`src/rtl/pli_pkg.sv`:
```
// pli_pkg: shared types and constants for the positional list insert block
// beat structs, status codes, controller states; no dependencies
`timescale 1ns / 1ps

package pli_pkg;

    localparam int CAPACITY_DEF = 16;
    localparam int DATA_W       = 32;
    localparam int POS_W        = 8;

    localparam logic [1:0] ST_ENTRY   = 2'd0;
    localparam logic [1:0] ST_INVALID = 2'd1;
    localparam logic [1:0] ST_FULL    = 2'd2;

    typedef struct packed {
        logic [POS_W-1:0]         insert_position;
        logic signed [DATA_W-1:0] new_value;
    } pli_in_t;

    typedef struct packed {
        logic [1:0]               status;
        logic                     direction;
        logic signed [DATA_W-1:0] entry_value;
        logic                     last_of_run;
    } pli_out_t;

    typedef enum logic [1:0] {
        S_IDLE,
        S_SHIFT,
        S_LIST
    } pli_state_t;

endpackage

```
`src/rtl/pli_ram.sv`:
```
// pli_ram: generic single-write, single-read memory with registered read
// no dependencies
`timescale 1ns / 1ps

module pli_ram #(
    parameter int WIDTH = 32,
    parameter int DEPTH = 16,
    parameter int ADDR_W = (DEPTH > 1) ? $clog2(DEPTH) : 1
) (
    input  logic              clk,
    input  logic              we,
    input  logic [ADDR_W-1:0] waddr,
    input  logic [WIDTH-1:0]  wdata,
    input  logic [ADDR_W-1:0] raddr,
    output logic [WIDTH-1:0]  rdata
);

    logic [WIDTH-1:0] mem [DEPTH];

    always_ff @(posedge clk)
    begin
        if (we)
        begin
            mem[waddr] <= wdata;
        end
        rdata <= mem[raddr];
    end

endmodule

```
`src/rtl/pli_out_buf.sv`:
```
// pli_out_buf: two-beat output register with skid slot
// depends on pli_pkg for the result beat struct
`timescale 1ns / 1ps

module pli_out_buf (
    input  logic              clk,
    input  logic              rst_n,
    input  logic              push,
    input  pli_pkg::pli_out_t push_data,
    output logic              out_valid,
    input  logic              out_ready,
    output pli_pkg::pli_out_t out_data,
    output logic [1:0]        fill
);

    logic [1:0]        cnt_reg, cnt_next;
    pli_pkg::pli_out_t slot0_reg, slot0_next;
    pli_pkg::pli_out_t slot1_reg, slot1_next;
    logic              pop;
    logic [1:0]        wpos;

    assign out_valid = (cnt_reg != 2'd0);
    assign out_data  = slot0_reg;
    assign fill      = cnt_reg;
    assign pop       = out_valid && out_ready;

    always_comb
    begin
        slot0_next = slot0_reg;
        slot1_next = slot1_reg;
        wpos       = cnt_reg - {1'b0, pop};
        cnt_next   = cnt_reg + {1'b0, push} - {1'b0, pop};
        if (pop)
        begin
            slot0_next = slot1_reg;
        end
        if (push)
        begin
            if (wpos == 2'd0)
            begin
                slot0_next = push_data;
            end
            else
            begin
                slot1_next = push_data;
            end
        end
    end

    always_ff @(posedge clk or negedge rst_n)
    begin
        if (!rst_n)
        begin
            cnt_reg <= 2'd0;
        end
        else
        begin
            cnt_reg <= cnt_next;
        end
    end

    always_ff @(posedge clk)
    begin
        slot0_reg <= slot0_next;
        slot1_reg <= slot1_next;
    end

endmodule

```
`src/rtl/positional_list_insert.sv`:
```
// positional_list_insert: top level, sequencer around the list memory
// depends on pli_pkg, pli_ram and pli_out_buf
`timescale 1ns / 1ps

// usage
//   input channel in_valid/in_ready/in_data carries one insert request per beat
//   (position and signed value); output channel out_valid/out_ready/out_data
//   carries result beats (status, direction, entry value, last-of-run flag)
//   a bad position or a full list gives one error beat, registered into the
//   output buffer as the request is taken, and leaves the list untouched
//   a good insert first moves the entries from the position to the tail one
//   place up, one entry per cycle through the single memory port pair,
//   writes the new value, then lists the n entries head to tail and tail to
//   head: 2n beats, one per cycle while the receiver keeps up, the first beat
//   following the new-value write through a listing read and the output buffer
//   a new request is taken only once the previous run's last read has reached
//   the output buffer and that buffer has a free slot
//   reset empties the list (count to zero) and drops any pending beats; the
//   memory contents themselves are not cleared, only entries below the count
//   are ever read
//   a stalled receiver holds the output beat steady; reads are issued only
//   while the two-beat output buffer has room, so nothing is lost
module positional_list_insert #(
    parameter int CAPACITY = pli_pkg::CAPACITY_DEF
) (
    input  logic             clk,
    input  logic             rst_n,
    input  logic             in_valid,
    output logic             in_ready,
    input  pli_pkg::pli_in_t in_data,
    output logic             out_valid,
    input  logic             out_ready,
    output pli_pkg::pli_out_t out_data
);

    localparam int CNT_W  = $clog2(CAPACITY + 1);
    localparam int ADDR_W = (CAPACITY > 1) ? $clog2(CAPACITY) : 1;

    // sequencer state
    pli_pkg::pli_state_t        state_reg, state_next;
    logic [CNT_W-1:0]           count_reg, count_next;
    logic [CNT_W-1:0]           pos_reg, pos_next;
    logic [pli_pkg::DATA_W-1:0] val_reg, val_next;
    logic [CNT_W-1:0]           idx_reg, idx_next;
    logic                       dir_reg, dir_next;

    // shift pipeline: a read issued last cycle is written one place up now
    logic                       shpend_reg, shpend_next;
    logic [ADDR_W-1:0]          shaddr_reg, shaddr_next;

    // listing read in flight, with its tags
    logic                       rd_pend_reg, rd_pend_next;
    logic                       rd_dir_reg, rd_dir_next;
    logic                       rd_last_reg, rd_last_next;

    // memory port
    logic                       mem_we;
    logic [ADDR_W-1:0]          mem_waddr;
    logic [pli_pkg::DATA_W-1:0] mem_wdata;
    logic [ADDR_W-1:0]          mem_raddr;
    logic [pli_pkg::DATA_W-1:0] mem_rdata;

    // output buffer side
    logic                       err_push;
    pli_pkg::pli_out_t          err_beat;
    logic                       push;
    pli_pkg::pli_out_t          push_data;
    logic [1:0]                 buf_fill;
    logic                       pop;
    logic [2:0]                 occ_after;
    logic                       issue_ok;

    logic                       accept;
    logic                       pos_bad;
    logic                       list_full;

    pli_ram #(
        .WIDTH (pli_pkg::DATA_W),
        .DEPTH (CAPACITY),
        .ADDR_W(ADDR_W)
    ) u_list_mem (
        .clk  (clk),
        .we   (mem_we),
        .waddr(mem_waddr),
        .wdata(mem_wdata),
        .raddr(mem_raddr),
        .rdata(mem_rdata)
    );

    pli_out_buf u_out_buf (
        .clk      (clk),
        .rst_n    (rst_n),
        .push     (push),
        .push_data(push_data),
        .out_valid(out_valid),
        .out_ready(out_ready),
        .out_data (out_data),
        .fill     (buf_fill)
    );

    // requests only between runs, with no read still in flight and a free output slot
    assign in_ready  = (state_reg == pli_pkg::S_IDLE) && !rd_pend_reg && (buf_fill != 2'd2);
    assign accept    = in_valid && in_ready;
    assign pos_bad   = in_data.insert_position >
                       {{(pli_pkg::POS_W - CNT_W){1'b0}}, count_reg};
    assign list_full = (count_reg == CNT_W'(CAPACITY));

    // buffer occupancy once this cycle's pop is done, counting the read in flight
    assign pop       = out_valid && out_ready;
    assign occ_after = {1'b0, buf_fill} + {2'b00, rd_pend_reg} - {2'b00, pop};
    assign issue_ok  = (occ_after < 3'd2);

    // error beats and listing beats never coincide: errors only when nothing in flight
    assign push = rd_pend_reg || err_push;

    always_comb
    begin
        if (rd_pend_reg)
        begin
            push_data.status      = pli_pkg::ST_ENTRY;
            push_data.direction   = rd_dir_reg;
            push_data.entry_value = mem_rdata;
            push_data.last_of_run = rd_last_reg;
        end
        else
        begin
            push_data = err_beat;
        end
    end

    // address of the entry just below a list index
    function automatic logic [ADDR_W-1:0] idx_next_dec(input logic [CNT_W-1:0] idx);
        logic [CNT_W-1:0] dec;
        dec = idx - CNT_W'(1);
        return dec[ADDR_W-1:0];
    endfunction

    always_comb
    begin
        state_next   = state_reg;
        count_next   = count_reg;
        pos_next     = pos_reg;
        val_next     = val_reg;
        idx_next     = idx_reg;
        dir_next     = dir_reg;
        shpend_next  = 1'b0;
        shaddr_next  = shaddr_reg;
        rd_pend_next = 1'b0;
        rd_dir_next  = rd_dir_reg;
        rd_last_next = rd_last_reg;
        mem_we       = 1'b0;
        mem_waddr    = shaddr_reg;
        mem_wdata    = mem_rdata;
        mem_raddr    = idx_reg[ADDR_W-1:0];
        err_push     = 1'b0;
        err_beat.status      = pli_pkg::ST_INVALID;
        err_beat.direction   = 1'b0;
        err_beat.entry_value = '0;
        err_beat.last_of_run = 1'b1;

        case (state_reg)
            pli_pkg::S_IDLE:
            begin
                if (accept)
                begin
                    if (pos_bad)
                    begin
                        // position check comes first, even on a full list
                        err_push = 1'b1;
                    end
                    else if (list_full)
                    begin
                        err_push        = 1'b1;
                        err_beat.status = pli_pkg::ST_FULL;
                    end
                    else
                    begin
                        pos_next   = in_data.insert_position[CNT_W-1:0];
                        val_next   = in_data.new_value;
                        idx_next   = count_reg;
                        count_next = count_reg + CNT_W'(1);
                        state_next = pli_pkg::S_SHIFT;
                    end
                end
            end

            pli_pkg::S_SHIFT:
            begin
                // finish the move whose read was issued last cycle
                if (shpend_reg)
                begin
                    mem_we    = 1'b1;
                    mem_waddr = shaddr_reg;
                    mem_wdata = mem_rdata;
                end
                if (idx_reg != pos_reg)
                begin
                    // read the entry below, move it up next cycle
                    mem_raddr   = idx_next_dec(idx_reg);
                    shaddr_next = idx_reg[ADDR_W-1:0];
                    shpend_next = 1'b1;
                    idx_next    = idx_reg - CNT_W'(1);
                end
                else if (!shpend_reg)
                begin
                    // gap is open: drop the new value in and start listing
                    mem_we     = 1'b1;
                    mem_waddr  = pos_reg[ADDR_W-1:0];
                    mem_wdata  = val_reg;
                    idx_next   = '0;
                    dir_next   = 1'b0;
                    state_next = pli_pkg::S_LIST;
                end
            end

            pli_pkg::S_LIST:
            begin
                if (issue_ok)
                begin
                    mem_raddr    = idx_reg[ADDR_W-1:0];
                    rd_pend_next = 1'b1;
                    rd_dir_next  = dir_reg;
                    rd_last_next = dir_reg && (idx_reg == '0);
                    if (!dir_reg)
                    begin
                        // tail reached: reverse pass starts at the same entry
                        if (idx_reg == count_reg - CNT_W'(1))
                        begin
                            dir_next = 1'b1;
                        end
                        else
                        begin
                            idx_next = idx_reg + CNT_W'(1);
                        end
                    end
                    else
                    begin
                        if (idx_reg == '0)
                        begin
                            state_next = pli_pkg::S_IDLE;
                        end
                        else
                        begin
                            idx_next = idx_reg - CNT_W'(1);
                        end
                    end
                end
            end

            default:
            begin
                state_next = pli_pkg::S_IDLE;
            end
        endcase
    end

    always_ff @(posedge clk or negedge rst_n)
    begin
        if (!rst_n)
        begin
            state_reg   <= pli_pkg::S_IDLE;
            count_reg   <= '0;
            shpend_reg  <= 1'b0;
            rd_pend_reg <= 1'b0;
        end
        else
        begin
            state_reg   <= state_next;
            count_reg   <= count_next;
            shpend_reg  <= shpend_next;
            rd_pend_reg <= rd_pend_next;
        end
    end

    always_ff @(posedge clk)
    begin
        pos_reg     <= pos_next;
        val_reg     <= val_next;
        idx_reg     <= idx_next;
        dir_reg     <= dir_next;
        shaddr_reg  <= shaddr_next;
        rd_dir_reg  <= rd_dir_next;
        rd_last_reg <= rd_last_next;
    end

`ifndef SYNTHESIS
    a_count_bound: assert property (@(posedge clk) disable iff (!rst_n)
        count_reg <= CNT_W'(CAPACITY))
        else $error("entry count above capacity");

    a_no_overflow: assert property (@(posedge clk) disable iff (!rst_n)
        !(push && (buf_fill == 2'd2) && !pop))
        else $error("push into a full output buffer");

    a_read_from_list: assert property (@(posedge clk) disable iff (!rst_n)
        rd_pend_reg |-> $past(state_reg == pli_pkg::S_LIST))
        else $error("listing read without listing state");

    a_write_in_range: assert property (@(posedge clk) disable iff (!rst_n)
        mem_we |-> (CNT_W'(mem_waddr) < count_reg))
        else $error("memory write beyond the list");

    a_no_err_during_run: assert property (@(posedge clk) disable iff (!rst_n)
        err_push |-> !rd_pend_reg && (state_reg == pli_pkg::S_IDLE))
        else $error("error beat mixed into a listing run");
`endif

endmodule

```
`config.mk`:
```
export PLATFORM = sky130hd
export DESIGN_NAME = positional_list_insert
export DESIGN_NICKNAME = d
export VERILOG_FILES = /design/src/rtl/pli_pkg.sv /design/src/rtl/pli_ram.sv /design/src/rtl/pli_out_buf.sv /design/src/rtl/positional_list_insert.sv
export SDC_FILE = /design/constraint.sdc
export NUM_CORES = 1
export LEC_CHECK = 0
export BUFFER_PORTS_ARGS = -buffer_cell sky130_fd_sc_hd__buf_2
export CAP_MARGIN = 15
export CORE_MARGIN = 3
export CORE_UTILIZATION = 60
export CTS_BUF_LIST = sky130_fd_sc_hd__clkbuf_4
export CTS_CLUSTER_DIAMETER = 30
export DETAILED_ROUTE_END_ITERATION = 12
export GPL_TIMING_DRIVEN = 1
export HOLD_SLACK_MARGIN = 0.12
export PLACE_DENSITY = 0.77
export SLEW_MARGIN = 20
export SYNTH_ARGS = -nofsm -noshare
export SYNTH_HDL_FRONTEND = slang
export SYNTH_HIERARCHICAL = 1
export SYNTH_SLANG_ARGS = --single-unit
```
`constraint.sdc`:
```
create_clock -name clk -period 6.2 [get_ports clk]
set_clock_uncertainty 0.15 [all_clocks]
set_input_delay 0.62 -clock clk [delete_from_list [all_inputs] [get_ports clk]]
set_output_delay 0.62 -clock clk [all_outputs]
set_load 0.05 [all_outputs]
```
# Word-level counts from Yosys, hierarchy flattened
# Memory sizes are Yosys's and may differ from the RTL's. A register that Yosys moved wholly into a read port is not among the register bits.
# Cells that the tools add are included.
# classes
addsub,9
order_cmp,2
n_eq_ne,17
mux,55
n_bitwise,3
reduce_logical,20
# ops
cell,count
36-bit 2-to-1 mux,4
32-bit 2-to-1 mux,3
5-bit 2-to-1 mux,9
2-bit 2-to-1 mux,12
4-bit 2-to-1 mux,5
1-bit 2-to-1 mux,19
"2-bit inequality test, second input constant",9
8-bit AND reduction,2
5-bit one-hot mux with 3 select lines,1
"5-bit by 1-bit adder with 5-bit output, second input constant",2
"5-bit by 1-bit subtractor with 5-bit output, second input constant",2
"3-bit inequality test, second input constant",3
8-bit by 5-bit > comparator with 1-bit output,1
4-bit AND reduction,2
2-bit one-hot mux with 3 select lines,1
2-bit AND reduction,3
5-bit equality test,1
"5-bit equality test, second input constant",1
1-bit logical AND,5
5-bit logical NOT,1
5-bit inequality test,1
2-bit logical NOT,2
2-bit nonzero test,2
2-bit by 1-bit subtractor with 2-bit output,2
11 further kinds,13
# totals
reg_bits,132
ramBits,512
inputBits,44
memories,1
# memory_table
memory,depth,word_bits,read_ports,rd_ports_with_merged_regs,write_ports,line,rtl
u_list_mem.mem,16,32,1,1,1,pli_ram.sv:18,logic [WIDTH-1:0] mem [DEPTH];

# Longest topological paths before layout
# depth
depth_word,9
mapped_depth,13
mapped_depth_nobuf,12

# Cells and area by module
# Netlist, hierarchy kept.
# by_module_without_submodules
mod,n_inst,cells_each,area_each_um2,seq_area_each_um2
pli_ram,1,838,19835.3,16015.4
positional_list_insert,1,292,3412.0,1696.6
pli_out_buf,1,164,3067.9,1851.8

# Worst setup path before layout
# OpenSTA, ideal clock, no wires.
# synth_path
kind,input port to flip-flop
startpoint,input in_data[36] in the netlist's numbering
endpoint,"register u_out_buf/slot1_reg[0] in the netlist's numbering, enable pin"
setup_time_ps,484
t_arrival_ps,4578
path_slack_ps,987
stages,8
n_path_buf,0
cell_sequence,ha_1 > nor3b_1 > o22ai_1 > a21oi_1 > or2_2 > nand2_1 > o21bai_1 > a21boi_0
# synth_between
elab_chain_cells,6
# synth_lines
item,line,rtl
from (decl),positional_list_insert.sv:30,"input pli_pkg::pli_in_t in_data,"
8-bit by 5-bit > comparator with 1-bit output,positional_list_insert.sv:104,assign pos_bad = in_data.insert_position >
1-bit 2-to-1 mux,positional_list_insert.sv:166,if (pos_bad)
1-bit 2-to-1 mux,positional_list_insert.sv:164,if (accept)
1-bit 2-to-1 mux,positional_list_insert.sv:161,case (state_reg)
1-bit logical OR,positional_list_insert.sv:114,assign push = rd_pend_reg || err_push;
named net push,positional_list_insert.sv:66,logic push;
2-bit AND reduction (no source line),n/a,
to (signal assigned),pli_out_buf.sv:65,slot1_reg <= slot1_next;
to (decl),pli_out_buf.sv:18,"pli_pkg::pli_out_t slot1_reg, slot1_next;"
# The timed path passes the listed nets, and every way through them passes these cells.
# A chain may end at the register's enable or synchronous reset.

# Worst setup path in the final report
# layout_path
startpoint,register idx_reg[2]
endpoint,"memory u_list_mem.mem[3][14], enable pin"
# layout_between
elab_cells_between_ends,7
# layout_rtl
item,line,rtl
from (decl),positional_list_insert.sv:44,"logic [CNT_W-1:0] idx_reg, idx_next;"
from (signal assigned),positional_list_insert.sv:279,idx_reg <= idx_next;
5-bit inequality test,positional_list_insert.sv:196,if (idx_reg != pos_reg)
4-bit 2-to-1 mux,positional_list_insert.sv:196,
4-bit 2-to-1 mux,positional_list_insert.sv:161,
named net mem_waddr[2],positional_list_insert.sv:58,logic [ADDR_W-1:0] mem_waddr;
to (decl),pli_ram.sv:18,
# The timed path passes the listed nets, and every way through them passes these cells.

==> impl_metrics.tcl <==
set metrics [dict create \
    netlist_top_cells_area "edfxtp_1 (68%), mux4_2 (11%), dfxtp_1 (5.2%), mux2_4 (3.4%), mux2_2 (2.1%)" \
    grt_max_degree 43 \
    die_w_microns 215 \
    row_count 76 \
    maxCapViolCount 0 \
    h-tree-depth 4 \
    period_minus_slack_ps 4630 \
    die-area_sq_mm 0.0464 \
    internal_power_w 0.0103 \
    port_buffers 81 \
    synth_nets 1355 \
    drc 0 \
    ir_worst_vdd_v 0.000311 \
    met1_usage_pct 33.3 \
    yosysSeqAreaShare_pct 74.3 \
    setup_tns_ps 0 \
    yosysWarnings 6 \
    syn_avg_cell_area_sq_um 20.3 \
    wirelength_mm 54.3 \
    clk_pin_slew_worst_paths_ps 70 \
    antenna_found_initial 5 \
    sw_frac_of_total_pct 32.8 \
    first_pass_iters 5 \
    grt_overflow_total 0 \
    cts_resized 0 \
    critical_path_arrival_ps 5040 \
    initial_core_util_pct 61.0 \
    die_h_microns 215 \
    routedWlPerCell_microns 23.9 \
    status "completed" \
    yosys.area.top_type "edfxtp_1" \
    yosys_most_used_dff "edfxtp_1" \
    clock_sinks 676 \
    worstSetupPathType "flip-flop to flip-flop" \
    vias_per_cell 5.92 \
    leakage_nw 10.6 \
    finalCritPeriodShare_pct 74.7 \
    grt_pass1_vias 14100 \
    slew_violations 0 \
    coreArea_sq_mm 0.0432 \
    critPathSlowestCell "nor2_4" \
    tightest_slew_ps 1120 \
    use_met3_pct 7.72 \
    ys_async_sr_fraction_pct 1.63 \
    cts_tree "yes" \
    vias 13500 \
    ys_types 54 \
    pwr-share-comb_pct 35.1 \
    power_density_mw_per_mm2 504 \
    gp_congestion 0.844 \
    hold_viol 0 \
    cts_max_path_buffers 3 \
    power_w 0.0153 \
    use_met2_pct 38.0 \
    r2r_slack_ps 1570 \
    initialDrtViolationCount 1376 \
    path_cells "xnor2_1 -> nand3_1 -> nor2_2 -> nand3b_1 -> mux2_2 -> or3b_2 -> nor2_4" \
    max_stage_delay_ps 880 \
    fmax_mhz 216 \
    numCtsBuffers 162 \
    clk-insertion-delay-late_ps 970 \
    netlist_instances 1294 \
    io_pins 82 \
    drive_gt1_share_pct 38.8 \
    synth_edf_count 597 \
    crit_buf_inv 0 \
    crit_family "simple AND/OR/NAND/NOR gates" \
    top_usage_layer "met2" \
    required_ps 6610 \
    hold_class "input pin to flip-flop" \
    nets 1625 \
    synth_top_area_share_pct 68.1 \
    grt_pass1_wl_mm 84.2 \
    synth_area_sq_mm 0.0263 \
    max_slew_margin_pct 25.1 \
    ant_nets 0 \
    clockPowerShare_pct 24.2 \
    globalRouteTotalUtil_pct 24.5 \
    seq_power_share_pct 40.7 \
    ys_ff_latch 676 \
    cp-end-kind "flip-flop" \
    area_delta_synth_final_pct 15.5 \
    finalSetupViolCount 0 \
    cts-root-buf "clkbuf_4" \
    largest_reg_flops 512 \
    rsz0062_at_grt "false" \
    p_switching_w 0.00503 \
    cts_setup_buffers 0 \
    critPathLaunchType "flip-flop" \
    dpl.hpwl_mm 33.0 \
    cp_max_fo 32 \
]
[timing repair]
| action | in CTS | in global routing |
|---|---|---|
| hold buffers | 51 | 0 |
| hold endpoints to repair | 63 | 0 |
| setup endpoints to repair | 0 | 0 |
[through the flow]
step / worst slack [ps] / cell area (sq um) / utilization, % / hold WS [ps] / std cells
floorplan: 987 / 26300 / - / 174 / 1294
global placement: 1740 / 27500 / 63.8 / 364 / 1927
detailed placement: 1600 / 27700 / 64.1 / 369 / 1933
CTS: 1560 / 30400 / 70.3 / 123 / 2271
global route: 1310 / 30400 / 70.4 / 150 / 2274
finish: 1570 / 30400 / 70.4 / 221 / 2276
[power by group through the flow]
stage	sequential [W]	combinational (W)	clock (W)
finish	0.00624	0.00538	0.00371
global route	0.00629	0.00579	0.00407
CTS	0.00624	0.00539	0.00381
detailed placement	0.00634	0.00534	0
global placement	0.00632	0.00520	0
floorplan	0.00649	0.00377	0
[cells in the mapped netlist (all sizes together), types with 2 or more instances]
library cell and n:
a211oi 2, dfxtp 68, dfrtp 11, nor3 9, ha 16, nand2b 7, buf 40, mux4 128
clkbuf 25, xnor2 20, o21bai 2, nor2b 4, nand3 9, o21a 4, mux2 109, nor3b 2
a22oi 66, nand3b 4, xor2 5, edfxtp 597, and2 35, inv 17, nand2 51, a21oi 11
o21ai 8, nor2 27
[cell usage in the layout (no fill, tap or decap), types with 8 or more instances in the layout]
cell | Yosys | final
edfxtp_1 | 597 | 597
clkbuf_4 | 0 | 239
mux4_2 | 128 | 128
buf_2 | 14 | 81
dfxtp_1 | 68 | 68
a22oi_1 | 66 | 66
mux2_4 | 60 | 60
dlygate4sd3_1 | 0 | 51
nand2_1 | 50 | 50
mux2_2 | 49 | 49
and2_1 | 35 | 35
buf_4 | 13 | 28
clkinv_1 | 0 | 25
xnor2_1 | 20 | 20
inv_1 | 16 | 16
ha_1 | 16 | 16
nor2_1 | 26 | 13
nor2_4 | 0 | 12
a21oi_1 | 11 | 10
dfrtp_1 | 11 | 10
nand3_1 | 8 | 8
[cells by family (layout without fill, tap and decap cells)]
logic type | count (synthesis) | after routing | share of synthesized area (%)
buffers and inverters | 82 | 475 | 1.61
flip-flops | 676 | 676 | 74.3
multiplexers | 238 | 238 | 16.5
AO/OA/AOI/OAI | 102 | 102 | 2.85
AND/OR/NAND/NOR | 154 | 154 | 3.02
adder cells (fa/ha/maj) | 17 | 17 | 0.837
XOR/XNOR | 25 | 25 | 0.832
other | 0 | 4 | 0
[area by class of cell]
| cell class | count | area [sq um] |
|---|---|---|
| clock buffers | 239 | 1790 |
| fillers | 2722 | 12800 |
| repair buffers | 171 | 1380 |
| flip-flops and latches | 676 | 19600 |
| inverters | 17 | 63.8 |
| well taps | 585 | 732 |
| multi-input cells | 536 | 6490 |
| diodes | 4 | 10.0 |
| clock inverters | 48 | 373 |
[worst paths after layout]
| kind | startpoint | to | depth (start not counted) |
|---|---|---|---|
| min in group asynchronous | rst_n | count_reg[2] | 3 |
| worst min-delay path | in_data[30] | val_reg[30] | 2 |
| max in group asynchronous | rst_n | rd_pend_reg | 3 |
| worst min register to register | rd_last_reg | u_out_buf/slot1_reg[0] | 1 |
| worst max-delay path | idx_reg[2] | u_list_mem/mem[3][14] | 7 |
| worst max register to register | idx_reg[2] | u_list_mem/mem[3][14] | 7 |
[routing by layer]
metal / wire length [microns] / vias up
li1: - / 5889
met1: 21600 / 6881
met2: 26500 / 619
met3: 4980 / 85
met4: 1250 / 0
met5: 0 / -
Power figures use the tool's default switching activity.
